===== src/design/flc_pkg.sv =====
// Shared constants and types for the approximate single-precision logarithm.
package flc_pkg;

	// Single-precision format
	localparam int SGL_BIAS   = 127;
	localparam int SGL_MANT_W = 23;

	// ln2 as a 64-bit binary fraction
	localparam logic [63:0] LN2_Q64 = 64'hB17217F7D1CF79AC;

	// Signed width of k (biased exponent minus 126)
	localparam int K_W = 9;

	// Headroom bits of the accumulator above the fraction bits
	localparam int ACC_GUARD = 8;

	// Stages of the series datapath, and of the whole pipeline up to the output
	localparam int CORE_DEPTH = 12;
	localparam int PIPE_DEPTH = 15;

	// One finished result beat
	typedef struct packed {
		logic [31:0] log_bits;
		logic        invalid;
	} result_t;

endpackage


===== src/design/flc_out.sv =====
// Output register with one skid entry, so the pipeline keeps moving while a single result waits.
module flc_out (
	input  logic             clk,
	input  logic             arst_n,
	input  logic             in_vld,
	input  flc_pkg::result_t in_res,
	output logic             stall,
	output logic             m_tvalid,
	input  logic             m_tready,
	output flc_pkg::result_t out_res
);

	logic             out_vld_q;
	logic             skid_vld_q;
	flc_pkg::result_t out_q;
	flc_pkg::result_t skid_q;

	assign stall    = skid_vld_q;
	assign m_tvalid = out_vld_q;
	assign out_res  = out_q;

	// Track occupancy of the output and skid entries
	always_ff @(posedge clk or negedge arst_n) begin
		if (!arst_n) begin
			out_vld_q  <= 1'b0;
			skid_vld_q <= 1'b0;
		end else if (skid_vld_q) begin
			if (m_tready) begin
				skid_vld_q <= 1'b0;
			end
		end else if (in_vld) begin
			if (out_vld_q && !m_tready) begin
				skid_vld_q <= 1'b1;
			end
			out_vld_q <= 1'b1;
		end else if (m_tready) begin
			out_vld_q <= 1'b0;
		end
	end

	// Move the payload: skid drains first, new beats land in the free slot
	always_ff @(posedge clk) begin
		if (skid_vld_q) begin
			if (m_tready) begin
				out_q <= skid_q;
			end
		end else if (in_vld) begin
			if (out_vld_q && !m_tready) begin
				skid_q <= in_res;
			end else begin
				out_q <= in_res;
			end
		end
	end

	// The skid entry fills only behind a held output beat
	a_skid_behind_out: assert property (@(posedge clk) disable iff (!arst_n)
		skid_vld_q |-> out_vld_q)
		else $error("skid entry valid without output beat");

	a_skid_fill: assert property (@(posedge clk) disable iff (!arst_n)
		$rose(skid_vld_q) |-> $past(out_vld_q && !m_tready))
		else $error("skid entry filled while output was free");

	a_skid_drain: assert property (@(posedge clk) disable iff (!arst_n)
		skid_vld_q && m_tready |=> !skid_vld_q && out_vld_q)
		else $error("skid entry did not drain into output");

endmodule


===== config.mk =====
export PLATFORM = sky130hd
export DESIGN_NAME = flc_out
export DESIGN_NICKNAME = d
export VERILOG_FILES = /design/src/design/flc_pkg.sv /design/src/design/flc_out.sv
export SDC_FILE = /design/constraint.sdc
export NUM_CORES = 1
export LEC_CHECK = 0
export BUFFER_PORTS_ARGS = -buffer_cell sky130_fd_sc_hd__buf_2
export CORE_MARGIN = 2
export CORE_UTILIZATION = 45
export DETAILED_ROUTE_END_ITERATION = 12
export PLACE_DENSITY_LB_ADDON = 0.25
export SYNTH_ARGS = -nofsm -noshare
export SYNTH_HDL_FRONTEND = slang
export SYNTH_SLANG_ARGS = --single-unit

===== constraint.sdc =====
create_clock -name clk -period 1.8 [get_ports clk]
set_input_delay 0.09 -clock clk [delete_from_list [all_inputs] [get_ports clk]]
set_output_delay 0.09 -clock clk [all_outputs]
set_load 0.02 [all_outputs]

== Word level (Yosys, flattened, before mapping) ==
Cells that the tools add are included.

* Output and inout port bits: 35
* Bits in registers: 68
* Logic and storage cells: 26
* Input bits: 37

* Eq/ne operators: 2
* Reductions and logical operators: 7
* Mux-type cells: 10
* Bitwise operators: 1

{| class="wikitable"
|+ Operators by type and width
! operator !! number
|-
| two-way mux 33 bit || 4
|-
| two-way mux 1 bit || 6
|-
| AND reduction 3 bit || 2
|-
| inequality test 2 bit (second input constant) || 2
|-
| nonzero test 2 bit || 2
|-
| AND reduction 2 bit || 1
|-
| logical AND 1 bit || 1
|-
| logical NOT 1 bit || 1
|-
| inverter 1 bit || 1
|}

== Logic depth before layout (Yosys ltp) ==
* Depth in word-level cells: 5
* Mapped depth: 4
* Gate-level depth less buffers: 2

== Least setup slack after synthesis ==
No wires, ideal clock.

* Path type: register to register
* Start point: register skid_vld_q (netlist: stall)
* End point: register out_q, in the netlist out_res[0], enable pin
* Period minus slack after synthesis: 2103 ps
* Setup slack: -303 ps
* Stages on the path, launching flop included: 5
* Setup time: 392 ps
* Arrival: 1711 ps
* Cell sequence: dfrtp_1 > buf_6 > buf_6 > nor2_1 > o22a_1

* Longest elaborated chain between the ends: 2

{| class="wikitable"
|+ RTL lines
! item !! RTL line !! RTL
|-
| start: declaration || flc_out.sv:14 || <nowiki>logic skid_vld_q;</nowiki>
|-
| start signal: assignment || flc_out.sv:26 || <nowiki>skid_vld_q <= 1'b0;</nowiki>
|-
| start signal: assignment || flc_out.sv:29 || <nowiki>skid_vld_q <= 1'b0;</nowiki>
|-
| start signal: assignment || flc_out.sv:33 || <nowiki>skid_vld_q <= 1'b1;</nowiki>
|-
| inequality test 2 bit (no line) / nonzero test 2 bit (equally long branches) || -- ||
|-
| AND reduction 3 bit (no line) * || -- ||
|-
| end signal: assignment || flc_out.sv:45 || <nowiki>out_q <= skid_q;</nowiki>
|-
| end signal: assignment || flc_out.sv:51 || <nowiki>out_q <= in_res;</nowiki>
|-
| end: declaration || flc_out.sv:15 || <nowiki>flc_pkg::result_t out_q;</nowiki>
|}

Mark *: on every way between the ends. The rest lies on a longest branch, timed or not.
A chain may end at the register's enable or synchronous reset.

== Worst setup path after layout ==
* Start point: register skid_vld_q (netlist: stall)
* End point: output port stall

{| class="wikitable"
|+ RTL lines
! item !! RTL line !! RTL
|-
| end: declaration || flc_out.sv:7 || <nowiki>output logic stall,</nowiki>
|}

No word-level cell between the ends.

==> metrics <==
status finished, final reports clean; Die W 78.7 um; Slew @ Worst Pin 0.331 ns; flops & latches, synth about 70; # IOs 72; Rows 27; worst clock skew 0.00706 ns; CP required roughly 1.7 ns; TritonRoute pass-1 iters 4; CTS root buffer clkbuf_8; post-layout min period between 1 and 1.5 ns; Post-CTS Hold Buffers 35; vias in the first global route 1492; syn avg cell area 22.2 um2; Clock Latency Late Sink 0.33 ns; Reg area 0.00203 mm2; Tot GR Track Use 16.0%; max_slew headroom 77.9%; Initial Util 46.2%; first-pass GRT wire length 7310 um; type of the most critical hold path in -> reg; Peak VDD IR slightly below 0.6 mV; gpl congestion 0.693; final setup fails 0; P_leak 1.35 nW; Yosys warning count 0; RSZ-0062 raised after global routing no; Layout area overhead 38.9%; Die Area 0.00620 mm2; Slew Viols, Final 0; DP HPWL 2920 um; total gr overflow 0; TritonCTS Buffers 9; Post CTS Setup Buffer Count 0; Mapped Cells about 110; Setup Crit Path Kind reg -> out; most frequent cells in the layout 71 x buf_2, 66 x edfxtp_1, 35 x dlygate4sd3_1; CTS-repair resized insts 0; DRT antenna net count 0; Layout Nets 268; Routed WL per cell 15.0 um; startpoint types flip-flop; Clock transition at path regs approximately 0.07 ns; chip height 78.7 um; IO buf count between 70 and 80; Routed WL ~4600 um; sequential area share after synthesis 80.9%; CTS max path bufs 2; hold slack 0.0483 ns; Critical Path AT 1.38 ns; CTS tree yes; vias per cell 4.64; Post-Syn Nets 150; Worst R2R Setup Slack 0.34 ns; initial antenna violation count 0; commonest non-fill, non-tap cell in the layout buf_2; largest net degree at the start of global routing 27; Distinct cells, synth 13; Initial DRC Count 48; # H-tree levels 3; crit share post-route 81.6%; layout cells sized above 1 53.2%; Fin Setup TNS 0 ns; crit end category output pin; # fillers 398; Hold Fails Final Rpt 0; FMAX 0.681 GHz; CORE AREA 0.00544 mm2; Via Count 1426; Max Cap Violations 0; CP Max Fanout 26; area of the multi-input gates 444 um2; Syn Std Cell Area 0.00251 mm2; ant diodes 0; PwrDens 985 mW/mm2; DRC 0; Num Clock Sinks 68
[power breakdown]
part / switching, mW / internal [mW]
registers: 0.0373 / 1.89
logic: 0.270 / 0.243
clock network: 0.511 / 0.486
total: 0.818 / 2.62
[metrics by stage]
stage	instances	worst slack [ns]	total power, mW	area, um2	util [%]
after CTS	307	0.300	3.47	3490	64.2
final	307	0.331	3.44	3490	64.2
after floorplan	113	0.0345	2.24	2520	-
after global routing	307	0.245	3.58	3490	64.2
after global placement	257	0.383	2.40	2990	55.0
after detailed placement	257	0.327	2.42	2990	55.0
[synth_stat cells, drive strengths merged]
master | number | area, um2
a22o | 1 | 8.76
dfrtp | 2 | 50.1
and4bb | 1 | 12.5
o22a | 1 | 8.76
nor2 | 2 | 7.51
buf | 4 | 37.5
nand2b | 1 | 6.26
mux2 | 33 | 390
a21oi | 1 | 5.00
inv | 1 | 3.75
edfxtp | 66 | 1980
[final timing paths]
path	endpoint	depth (start not counted)	from
min reg2reg	out_res[25]$_DFFE_PP_	1	skid_q[25]$_DFFE_PP_
max in group asynchronous	stall$_DFF_PN0_	2	arst_n
max reg2reg	out_res[6]$_DFFE_PP_	2	stall$_DFF_PN0_
max	stall	2	stall$_DFF_PN0_
min	m_tvalid$_DFFE_PN0P_	2	in_vld
min in group asynchronous	m_tvalid$_DFFE_PN0P_	2	arst_n
[cell families after synthesis]
logic type,count (synthesis),synth area share (%)
AO/OA/AOI/OAI,3,0.896
buffers and inverters,5,1.64
flip-flops,68,80.9
AND/OR/NAND/NOR,4,1.05
multiplexers,33,15.5
[area by class of cell]
| cell class | count | area share, % |
|---|---|---|
| multi-input combinational | 40 | 12.7 |
| clock buffer | 12 | 3.87 |
| clock inverter | 3 | 0.430 |
| timing repair buffer | 111 | 22.0 |
| sequential | 68 | 58.3 |
| inverter | 1 | 0.108 |
| tap | 72 | 2.58 |
[sequential cells by signal, indices dropped and copies added, names as in the netlist]
name,flops
stall,1
m_tvalid,1
skid_q,33
out_res,33
[critical path, cell delays in order (launching register included)]
cell,delay (ns)
dfrtp_2,0.46
buf_4,0.36
buf_2,0.23
[routing by layer]
layer	track usage [%]	vias to the layer above	part of all wire (%)
met1	21.1	681	44
met4	8.42	0	1.6
met3	3.75	8	5.7
met2	25.0	51	49
met5	0	-	0
li1	-	686	-
Power figures use the tool's default switching activity.
