===== config.mk =====
export PLATFORM = sky130hd
export DESIGN_NAME = flc_f2s
export DESIGN_NICKNAME = d
export VERILOG_FILES = /design/src/design/flc_pkg.sv /design/src/design/flc_f2s.sv
export SDC_FILE = /design/constraint.sdc
export NUM_CORES = 1
export LEC_CHECK = 0
export BUFFER_PORTS_ARGS = -buffer_cell sky130_fd_sc_hd__clkbuf_2
export CORE_MARGIN = 1.5
export CORE_UTILIZATION = 45
export CTS_CLUSTER_DIAMETER = 150
export DETAILED_ROUTE_END_ITERATION = 16
export PLACE_DENSITY_LB_ADDON = 0.15
export SYNTH_ARGS = -nofsm -noshare
export SYNTH_HDL_FRONTEND = slang
export SYNTH_SLANG_ARGS = --single-unit

===== constraint.sdc =====
create_clock -name clk -period 3.6 [get_ports clk]
set_input_delay 0.72 -clock clk [delete_from_list [all_inputs] [get_ports clk]]
set_output_delay 0.72 -clock clk [all_outputs]
set_load 0.05 [all_outputs]

===== src/design/flc_pkg.sv =====
// Shared constants and types for the approximate single-precision logarithm.
package flc_pkg;

	// Single-precision format
	localparam int SGL_BIAS   = 127;
	localparam int SGL_MANT_W = 23;

	// ln2 as a 64-bit binary fraction
	localparam logic [63:0] LN2_Q64 = 64'hB17217F7D1CF79AC;

	// Signed width of k (biased exponent minus 126)
	localparam int K_W = 9;

	// Headroom bits of the accumulator above the fraction bits
	localparam int ACC_GUARD = 8;

	// Stages of the series datapath, and of the whole pipeline up to the output
	localparam int CORE_DEPTH = 12;
	localparam int PIPE_DEPTH = 15;

	// One finished result beat
	typedef struct packed {
		logic [31:0] log_bits;
		logic        invalid;
	} result_t;

endpackage


===== src/design/flc_f2s.sv =====
// Three-stage conversion of the signed fixed-point sum to single, round to nearest even.
module flc_f2s #(
	parameter int FRAC_BITS = 30
) (
	input  logic                                     clk,
	input  logic                                     en,
	input  logic signed [FRAC_BITS+flc_pkg::ACC_GUARD-1:0] r,
	input  logic                                     inv,
	output flc_pkg::result_t                         res
);

	localparam int AW = FRAC_BITS + flc_pkg::ACC_GUARD;
	localparam int PW = $clog2(AW);
	localparam logic [PW-1:0] TOP_POS = PW'(AW - 1);
	localparam int MW = flc_pkg::SGL_MANT_W + 1;

	logic          sgn_s13, kill_s13;
	logic [AW-1:0] mag_s13;
	logic          sgn_s14, kill_s14;
	logic [AW-1:0] mag_s14;
	logic [PW-1:0] pos_s14;
	logic          sgn_s15, kill_s15;
	logic [AW-1:0] norm_s15;
	logic [7:0]    exp_s15;

	logic [PW-1:0] pos;
	logic [MW-1:0] mant;
	logic          guard, sticky, rnd;
	logic [MW:0]   mant_r;
	logic [7:0]    exp_out;
	logic [flc_pkg::SGL_MANT_W-1:0] frac_out;

	// Take sign and magnitude
	always_ff @(posedge clk) begin
		if (en) begin
			sgn_s13  <= r[AW-1];
			mag_s13  <= r[AW-1] ? AW'(-r) : AW'(r);
			kill_s13 <= inv || (r == '0);
		end
	end

	// Find the leading one
	always_comb begin
		pos = '0;
		for (int i = 0; i < AW; i++) begin
			if (mag_s13[i]) begin
				pos = PW'(i);
			end
		end
	end

	always_ff @(posedge clk) begin
		if (en) begin
			sgn_s14  <= sgn_s13;
			kill_s14 <= kill_s13;
			mag_s14  <= mag_s13;
			pos_s14  <= pos;
		end
	end

	// Normalise so that the leading one sits in the top bit
	always_ff @(posedge clk) begin
		if (en) begin
			sgn_s15  <= sgn_s14;
			kill_s15 <= kill_s14;
			norm_s15 <= mag_s14 << (TOP_POS - pos_s14);
			exp_s15  <= 8'(int'(pos_s14) + flc_pkg::SGL_BIAS - FRAC_BITS);
		end
	end

	// Round to nearest even and pack
	always_comb begin
		mant   = norm_s15[AW-1 -: MW];
		guard  = norm_s15[AW-1-MW];
		sticky = |norm_s15[AW-2-MW:0];
		rnd    = guard && (sticky || mant[0]);
		mant_r = (MW+1)'(mant) + (MW+1)'(rnd);
		if (mant_r[MW]) begin
			exp_out  = exp_s15 + 8'd1;
			frac_out = '0;
		end else begin
			exp_out  = exp_s15;
			frac_out = mant_r[flc_pkg::SGL_MANT_W-1:0];
		end
		res.invalid = 1'b0;
		if (kill_s15) begin
			res.log_bits = '0;
		end else begin
			res.log_bits = {sgn_s15, exp_out, frac_out};
		end
	end

endmodule


Word-level counts from Yosys, hierarchy flattened:

Cells that the tools add are included.

* bits in registers: 134
* input bits: 41
* word-level logic and storage cells: 68

* add/sub/neg operators: 6
* shift-type cells: 1
* multiplexer cells: 40
* reduce and logical (&&, ||, !) cells: 7

Operators with widths (count)
* $mux 6: 30
* $logic_not 38->1: 1
* $neg 38->38: 1
* $shl 38x6->38: 1
* $mux 37: 1
* $mux 32: 1
* $add 24x1->25: 1
* $mux 23: 1
* $reduce_or 13->1: 1
* $mux 3: 4
* $add 6x7->8 const B: 1
* $add 8x1->8 const B: 1
* $mux 8: 1
* $sub 8x5->8 const B: 1
* $reduce_or 6->1: 1
* $sub 6x6->6 const A: 1
* $logic_or 1x1->1: 2
* $mux 1: 2
* $reduce_or 2->1: 1
* $logic_and 1x1->1: 1

Logic depth before layout (Yosys ltp):

* word-level depth: 36
* mapped depth: 10
* depth with buffers taken out: 8

Worst setup path before layout:

Ideal clock, no wire load.

* path kind: reg2out
* start point: reg norm_s15[14]
* end point: out res[10] (netlist bit)
* arrival time: 2.628 ns
* path slack: 0.252 ns
* cell stages (with the launch flop): 11
* path buffers: 3
* path through: edfxtp_1 > and2_1 > ha_1 > nand4_1 > nor2_1 > and3_1 > clkbuf_1 > or2_2 > clkbuf_1 > clkbuf_1 > nor2_1

RTL lines
* start: declaration: line flc_f2s.sv:23 `logic [AW-1:0] norm_s15;`
* start signal: assignment: line flc_f2s.sv:66 `norm_s15 <= mag_s14 << (TOP_POS - pos_s14);`
* end: declaration: line flc_f2s.sv:9 `output flc_pkg::result_t res`

==> metrics.cfg <==
[clock_tree]
cts_tree=built
ctsHtreeMaxLevel=4
cts_buffers=17
path_clk_slew_ps=60
cts_buffer_depth=2
root_buffer=clkbuf_16
numClockSinks=134
cts_hold_buf=0
clkLatencyLatePin_ps=420

[worst_setup_path]
worstPathMaxFanout=7
worstPathRequired_ps=2880
critPathSlowestCell=or3_1
worstPathArrival_ps=2680
cp-start-kind=flip-flop
path_delay_family=simple AND/OR/NAND/NOR gates
worstSetupEndpointType=output port
max_stage_delay_ps=440
crit_top_cell=or3_1
cp_num_buf_inv=1
path_class=reg2out
path_cells=and3_1, and4_1, nand2b_1, or3_1, or3_1, a21oi_1, clkbuf_2

[power]
p_leak_nw=3.47
power_mw=4.78
power_density_nw_per_um2=507
ir_worst_vdd_mv=0.346

[timing]
holdWs_ps=417
maxSlewViolCount=0
skew_ps=8.28
setup_viol=0
fmax_mhz=294
final_hold_viol_count=0
tns_ps=0
rsz0062_at_grt=no
relSlewSlack_pct=31.3
period_share_pct=94.4
fin_crit_ps=3400
tightest_slew_ps=1020
worst_slack_ps=202

[grt]
grt_use_total_pct=20.1
overflow=0
antenna_found_initial=0
grt_pass1_wl_um=28800
grt_pass1_vias=5741
grt_max_degree=53

[detailed_routing]
wl_per_cell_um=17.3
drc_errors=0
drtPass1Iterations=5
first_iter_violations=320
dr_total_vias=6008
wirelength_um=18400
ant_nets=0
routed_via_density=5.65

[synth]
synth-edff-count=134
netlist_area_um2=8180
ys_seq_area_share_pct=49.2
yosys_warnings=0
syn_avg_cell_area_um2=10.9
synth.area.top_cells=edfxtp_1 (49%), mux4_2 (5.0%), xnor2_1 (4.8%)
synthTopCellsByCount=edfxtp_1 (134), nor2_1 (86), nand2_1 (76)
syn_nets=801
ys_ff_latch=134
synth_flop_cell=edfxtp_1
synthArstFlopShare_pct=0
post-synth-top-count-cell=edfxtp_1
yosys.area.top_type=edfxtp_1
synth.distinct_cells=59
netlist_instances=754
synth_top_cell_area_share_pct=49.2

[floorplanning]
core_um2=17900
die_x_um=138
die_h_um=138
ios=74
die-area_um2=19000
rows=49
start_util_pct=45.7

[min_path]
hold_class=reg2reg

[run_status]
status=completed

[job]
maxCapViolCount=0

[placed_design]
gp_congestion=0.937
dp_slack_ps=377
hpwlAfterDp_um=14300
io_buffers=72

[final_layout]
final_nets=869
num_antenna_cells=0
fin_util_pct=52.6
drive_above_1_share_pct=21.3
syn_to_final_growth_pct=15.2

[power breakdown]
part           switching (mW)  leakage (nW)  internal [mW]  total (mW)
Combinational           0.642          1.86          0.403        1.04
Sequential              0.123          1.33           1.91        2.04
Clock                   0.621         0.288           1.08        1.70
[worst paths after layout]
| kind | start | end | slack [ps] | cells after the start |
|---|---|---|---|---|
| setup / recovery | norm_s15[14] | res[20] | 200 | 7 |
| hold / removal | sgn_s14 | sgn_s15 | 420 | 0 |
| setup reg to reg | pos_s14[2] | norm_s15[33] | 610 | 8 |
| hold reg to reg | sgn_s14 | sgn_s15 | 420 | 0 |
[per-stage QoR]
stage | cell area (µm²) | std cells
final | 9420 | 1063
after CTS | 9410 | 1063
after global routing | 9420 | 1063
after detailed placement | 8830 | 1032
after global placement | 8830 | 1032
after floorplan | 8180 | 754
[state kept, by name, summed over array words and instances, names as in the netlist, 6 cells and up]
name      cells
mag_s13      38
exp_s15       8
mag_s14      38
norm_s15     38
pos_s14       6
[cell families after synthesis]
logic type | after synthesis | synth area share [%]
AND/OR/NAND/NOR | 260 | 15.0
AO/OA/AOI/OAI | 147 | 11.8
flip-flops | 134 | 49.2
multiplexers | 81 | 13.0
XOR/XNOR | 68 | 7.28
buffers and inverters | 57 | 2.78
adder cells (fa/ha/maj) | 6 | 0.917
other | 1 | 0.0458
[area by class of cell]
class                      count  area, µm²
clock inverter                13        156
sequential                   134       4020
tap                          229        287
multi-input combinational    563       3960
fill                        1593       8480
inverter                      17       63.8
timing repair buffer          89        503
clock buffer                  18        429
[cells in the final DEF, fill, tap and decap left out, types with 4 or more instances in the layout]
master,count
o41ai_1,6
o21a_1,4
xor2_1,22
ha_1,5
o21ai_0,41
a21oi_1,33
clkbuf_16,17
mux2_2,25
nand4_1,9
nand2b_1,4
and3_1,12
a21o_1,4
edfxtp_1,134
clkbuf_2,71
mux4_2,18
nand2_1,76
nor4_1,11
nor2b_1,5
clkinv_2,4
buf_4,17
o31ai_1,15
o211ai_1,5
nand3_1,18
or4_1,5
xnor2_1,44
mux2i_1,38
o22ai_1,6
nor2_1,85
nor3_1,9
inv_1,15
a211oi_1,8
or3_1,8
[layer usage]
layer	GRT usage, %	wire [µm]	vias up
li1	-	-	2973
met1	23.3	7810	2855
met2	36.6	9520	152
met3	3.47	608	28
met4	8.22	434	0
met5	0	0	-
[repair_timing]
item                       4_1_cts  5_1_grt
buffers inserted                 0        0
gates resized for setup          0        4
setup endpoints to repair        0       26
No activity file was read; power rests on OpenSTA's default activity.
