===== src/design/flc_mul.sv =====
// Two-stage fixed-point multiplier: a*b scaled down by 2^F, rounded half up.
module flc_mul #(
	parameter int FRAC_BITS = 30
) (
	input  logic                 clk,
	input  logic                 en,
	input  logic [FRAC_BITS-1:0] a,
	input  logic [FRAC_BITS-1:0] b,
	output logic [FRAC_BITS-1:0] y
);

	localparam int SL = FRAC_BITS / 2;
	localparam int SH = FRAC_BITS - SL;
	localparam int HI_W = FRAC_BITS + SH;
	localparam int LO_W = FRAC_BITS + SL + 1;
	localparam int SUM_W = HI_W + 1;
	localparam logic [LO_W-1:0] RND = LO_W'(1) << (FRAC_BITS - 1);

	logic [HI_W-1:0]      hi_s1;
	logic [LO_W-1:0]      lo_s1;
	logic [SUM_W-1:0]     sum;
	logic [FRAC_BITS-1:0] y_s2;

	// Form the two partial products, rounding constant folded into the low one
	always_ff @(posedge clk) begin
		if (en) begin
			hi_s1 <= HI_W'(a) * HI_W'(b[FRAC_BITS-1:SL]);
			lo_s1 <= LO_W'(a) * LO_W'(b[SL-1:0]) + RND;
		end
	end

	// Combine and drop the fraction bits
	assign sum = SUM_W'(hi_s1) + SUM_W'(lo_s1 >> SL);

	always_ff @(posedge clk) begin
		if (en) begin
			y_s2 <= FRAC_BITS'(sum >> SH);
		end
	end

	assign y = y_s2;

endmodule


===== config.mk =====
export PLATFORM = sky130hd
export DESIGN_NAME = flc_mul
export DESIGN_NICKNAME = d
export VERILOG_FILES = /design/src/design/flc_mul.sv
export SDC_FILE = /design/constraint.sdc
export NUM_CORES = 2
export LEC_CHECK = 0
export ABC_AREA = 1
export BUFFER_PORTS_ARGS = -buffer_cell sky130_fd_sc_hd__buf_2
export CORE_MARGIN = 4
export CORE_UTILIZATION = 50
export CTS_BUF_LIST = sky130_fd_sc_hd__clkbuf_2
export DETAILED_ROUTE_END_ITERATION = 8
export HOLD_SLACK_MARGIN = 0.15
export PLACE_DENSITY = 0.73
export REMOVE_ABC_BUFFERS = 1
export SYNTH_ARGS = -nofsm -noshare
export SYNTH_HDL_FRONTEND = slang
export SYNTH_SLANG_ARGS = --single-unit
export TNS_END_PERCENT = 100

===== constraint.sdc =====
create_clock -name clk -period 7.5 [get_ports clk]
set_input_delay 0.75 -clock clk [delete_from_list [all_inputs] [get_ports clk]]
set_output_delay 0.75 -clock clk [all_outputs]
set_load 0.02 [all_outputs]

Yosys cells after proc, flatten, opt, wreduce, memory -nomap -nowiden

Index checks and enable logic that the tools add are counted.

Register bits after elaboration: 121

Add/sub/neg operators: 2
$mul: 2

Operators with widths:

| cell                                            | count |
|---|---|
| multiplier 30 x 15 -> 45 bit                    | 2 |
| adder 45 x 30 -> 46 bit (second input constant) | 1 |
| adder 45 x 31 -> 45 bit                         | 1 |

Logic depth before layout (Yosys ltp)

Depth after elaboration: 2
Mapped depth: 28
Depth with buffers taken out: 27

Worst setup path before layout

No wires, ideal clock.

Path type: input to register
Start: in b[0]
End: reg lo_s1[34], data pin
Library setup time: 0.252 ns
Arrival time: 5.748 ns
Required time: 7.248 ns
Path slack: 1.500 ns
Stages: 24
Buffers on the path: 2
Path through: clkbuf_1 > buf_1 > nand2_1 > fa_1 > fa_1 > inv_1 > fa_1 > inv_1 > fa_1 > inv_1 > fa_1 > inv_1 > fa_1 > inv_1 > ha_1 > nand2_1 > nor2_1 > inv_1 > nor3_1 > nand2_1 > nand2_1 > nand4_1 > nand3_1 > nand2_1

Word-level cells in the longest chain between the ends: 2

Ends and longest elaborated chain:

| what                         | line | RTL |
|---|---|---|
| start: declaration           | 8    | `input logic [FRAC_BITS-1:0] b,` |
| multiplier 30 x 15 -> 45 bit | 28   | `lo_s1 <= LO_W'(a) * LO_W'(b[SL-1:0]) + RND;` |
| adder 45 x 30 -> 46 bit      | 28   |  |
| end signal: assignment       | 28   |  |
| end: declaration             | 20   | `logic [LO_W-1:0] lo_s1;` |

Every way passes these cells.
A chain may end at the register's enable or synchronous reset.

Final worst setup path

Start: in a[10]
End: reg lo_s1[18], data pin

Word-level cells in the longest chain between the ends: 2

Ends and longest elaborated chain:

| what                         | line | RTL |
|---|---|---|
| start: declaration           | 7    | `input logic [FRAC_BITS-1:0] a,` |
| multiplier 30 x 15 -> 45 bit | 28   |  |
| adder 45 x 30 -> 46 bit      | 28   |  |

Every way passes these cells.

==> results_dict.tcl <==
set metrics [dict create \
    rsz0062_at_grt "false" \
    yosysUniqueCellTypes 44 \
    grt_pass1_wl_um 170000 \
    final_cell_count_no_fill 5816 \
    h-tree-depth 3 \
    setup.worst_path.start_class "input port" \
    clock-sinks 106 \
    io_buffers 91 \
    vias_in_the_first_global_route 32028 \
    timing.critical_path.arrival_ns 6.63 \
    cts-resized-gates 0 \
    worstSkewPairLatency_ns 0.64 \
    max-cap-violations 0 \
    grt_util_met2_pct 44.2 \
    synth_sequential_area_ratio_pct 8.67 \
    post-cts-setup-buffer-count 0 \
    slowest_stage "sky130_fd_sc_hd__buf_2" \
    cts.hold.buffers_added 0 \
    setup_viol 0 \
    n_fill_cell 7005 \
    hpwlAfterDp_um 83600 \
    groute.layer.met3.usage_pct 4.06 \
    path_delay_family "adder cells" \
    synthesis.instances 4905 \
    grt_most_used_layer "met2" \
    largest_net_degree_at_the_start_of_global_routing 77 \
    postSynth.asyncResetShare_pct 0 \
    worst_hold_path_type "input port to flop" \
    cts_max_path_bufs 2 \
    antenna_found_initial 2 \
    gp_congestion 0.989 \
    detail_route.wirelength_um 104000 \
    routed_via_density 5.21 \
    boundaryPins 92 \
    synth.ff_latch_count 106 \
    max_slew_vio_count 0 \
    most_common_cell_after_layout_fill_and_taps_aside "sky130_fd_sc_hd__inv_1" \
    die_height_um 279 \
    global_route_usage_sum_pct 27.4 \
    synth-warning-count 0 \
    layout_setup_ws_ns 1.26 \
    dr_total_vias 30288 \
    grt.overflow.total 0 \
    start_util_pct 50.4 \
    synth_area_sq_um 36700 \
    detail_route.first_pass.iterations 5 \
    placement.setup.worst_slack_ns 0.640 \
    antenna_violating_nets_post_route 0 \
    tritoncts_clock_tree "done" \
    finalSetupTns_ns 0 \
    avgSynthCellArea_sq_um 7.49 \
    layout-drive-gt1-share_pct 3.60 \
    clock_buffers_created_by_tritoncts 9 \
    die_x_um 279 \
    drt-initial-drc-count 2408 \
    synth_enable_flop_cells 106 \
    avgRoutedWirePerCell_um 17.8 \
    most-common-layout-cells "1476 x sky130_fd_sc_hd__inv_1, 1327 x sky130_fd_sc_hd__nand2_1, 725 x sky130_fd_sc_hd__fa_1" \
    clock_root_cell "sky130_fd_sc_hd__clkbuf_2" \
    critical_path_buffer_and_inverter_count 7 \
    clkTransAtPathRegs_ns 0.32 \
    dpl.cell_count 5799 \
    maximum_fanout_along_the_worst_path 30 \
    drc 0 \
    relative_slew_slack_pct 35.6 \
    hold_viol 0 \
    crit_path_max_incr_delay_ns 0.64 \
    dieArea_sq_um 77900 \
    period_minus_slack_ns 6.24 \
    slew_worst_pin_ns 0.966 \
    worst-setup-path-type "input port to flop" \
    worst_setup_end_kind "flop" \
    fmaxAchievable_mhz 160 \
    finalClockSkew_ns 0.0385 \
    nets 5913 \
    crit_path_cell_trace "buf_2 -> nand2_1 -> fa_1 -> fa_1 -> inv_1 -> fa_1 -> inv_1 -> fa_1 -> inv_1 -> fa_1 -> inv_1 -> fa_1 -> inv_1 -> ha_1 -> nand2_1 -> nor2_1 -> inv_1 -> nor3_1 -> nand2_1 -> nand2_1 -> xor2_1" \
    number_of_cell_rows 99 \
    layout-area-overhead-vs-synth_pct 3.47 \
    min_period_over_period_pct 83.2 \
    met1_usage_pct 38.7 \
    coreArea_sq_um 72800 \
    leading_register_cell_type_out_of_synthesis "sky130_fd_sc_hd__edfxtp_1" \
    critical_path_required_ns 7.89 \
    status "finished, final reports clean" \
]
## logic make-up after synthesis
family                   after synthesis  synth area share, %
AND/OR/NAND/NOR                     1765                 19.2
buffers and inverters               1663                 17.0
adder cells (fa/ha/maj)             1000                 48.9
AO/OA/AOI/OAI                        306                 4.69
flip-flops                           106                 8.67
XOR/XNOR                              65                 1.55
## metal layers
metal	routed length (um)	part of all wire, %
met5	12	0.012
met4	3570	3.4
met3	8730	8.4
met2	46700	45
met1	44700	43
## worst paths after layout
| check | cells after the start | startpoint | slack, ns | to |
|---|---|---|---|---|
| worst max-delay path | 21 | a[10] | 1.26 | lo_s1[18] |
| worst min-delay path | 1 | en | 0.53 | y[2] |
| worst max register to register | 9 | lo_s1[45] | 5.07 | y[20] |
| worst min register to register | 2 | hi_s1[37] | 0.67 | y[22] |
## cells in the mapped netlist (2+ instances only)
cell type                  count  area share (%)
sky130_fd_sc_hd__xor2_1       52             1.2
sky130_fd_sc_hd__o211ai_1      4           0.082
sky130_fd_sc_hd__a21boi_0      8            0.16
sky130_fd_sc_hd__nand2_2      10            0.17
sky130_fd_sc_hd__inv_2         5           0.051
sky130_fd_sc_hd__and3_1        5           0.085
sky130_fd_sc_hd__or2_1         2           0.034
sky130_fd_sc_hd__nor4_2        3            0.10
sky130_fd_sc_hd__nand3_2       3           0.082
sky130_fd_sc_hd__o21ai_0      76             1.0
sky130_fd_sc_hd__and2_1        2           0.034
sky130_fd_sc_hd__a31oi_1      10            0.17
sky130_fd_sc_hd__nor2_2       10            0.17
sky130_fd_sc_hd__o21bai_1     22            0.45
sky130_fd_sc_hd__a21o_1       15            0.31
sky130_fd_sc_hd__fa_1        725              40
sky130_fd_sc_hd__inv_1      1476              15
sky130_fd_sc_hd__o21ai_1      10            0.14
sky130_fd_sc_hd__clkbuf_1    177             1.8
sky130_fd_sc_hd__nand3_1      91             1.2
sky130_fd_sc_hd__edfxtp_1    106             8.7
sky130_fd_sc_hd__o211ai_2      2           0.068
sky130_fd_sc_hd__nand4_1      39            0.66
sky130_fd_sc_hd__nor2_1      239             2.4
sky130_fd_sc_hd__nor3_2        4            0.11
sky130_fd_sc_hd__nand2b_1      3           0.051
sky130_fd_sc_hd__nor2_4        3           0.092
sky130_fd_sc_hd__nand3b_1      4           0.082
sky130_fd_sc_hd__nor4_1        3           0.051
sky130_fd_sc_hd__a21boi_1      3           0.061
sky130_fd_sc_hd__buf_1         4           0.041
sky130_fd_sc_hd__ha_1        275             9.4
sky130_fd_sc_hd__nand2_1    1327              14
sky130_fd_sc_hd__a21oi_1     143             1.9
sky130_fd_sc_hd__nor3_1       17            0.23
sky130_fd_sc_hd__xnor2_1      13            0.31
sky130_fd_sc_hd__o21a_1        7            0.14
## stage by stage
stage / area, sq um / hold WS [ns] / util [%]
after floorplan: 36000 / 0.549 / -
after global placement: 37900 / 0.586 / 52.0
after detailed placement: 37900 / 0.616 / 52.0
after CTS: 38000 / 0.495 / 52.2
after global routing: 38000 / 0.502 / 52.2
final: 38000 / 0.533 / 52.2
## layout make-up
| class | count | area (sq um) | share of cell area [%] |
|---|---|---|---|
| antenna | 1 | 2.50 | 0.00658 |
| clock buffer | 10 | 50.0 | 0.132 |
| clock inverter | 6 | 56.3 | 0.148 |
| inverter | 1481 | 5560 | 14.6 |
| multi-input combinational | 3136 | 27300 | 71.8 |
| sequential | 106 | 3180 | 8.38 |
| tap | 959 | 1200 | 3.16 |
| timing repair buffer | 117 | 653 | 1.72 |
## registers in the layout, indices dropped and copies added (netlist names)
name,cells
lo_s1,31
y,30
hi_s1,45
## worst reg2reg max path: stages, from the launching register on
cell and delay [ns]:
sky130_fd_sc_hd__edfxtp_1 0.56, sky130_fd_sc_hd__ha_1 0.44, sky130_fd_sc_hd__a21oi_1 0.32, sky130_fd_sc_hd__inv_1 0.07, sky130_fd_sc_hd__a31oi_1 0.21, sky130_fd_sc_hd__nor2_1 0.09
sky130_fd_sc_hd__a21oi_1 0.15, sky130_fd_sc_hd__nand3_1 0.20, sky130_fd_sc_hd__nor2_1 0.14, sky130_fd_sc_hd__nor2_1 0.05
Power is left out: the tool's default activity adds up to more than one toggle a clock period on the data nets, which glitch-free logic cannot reach.
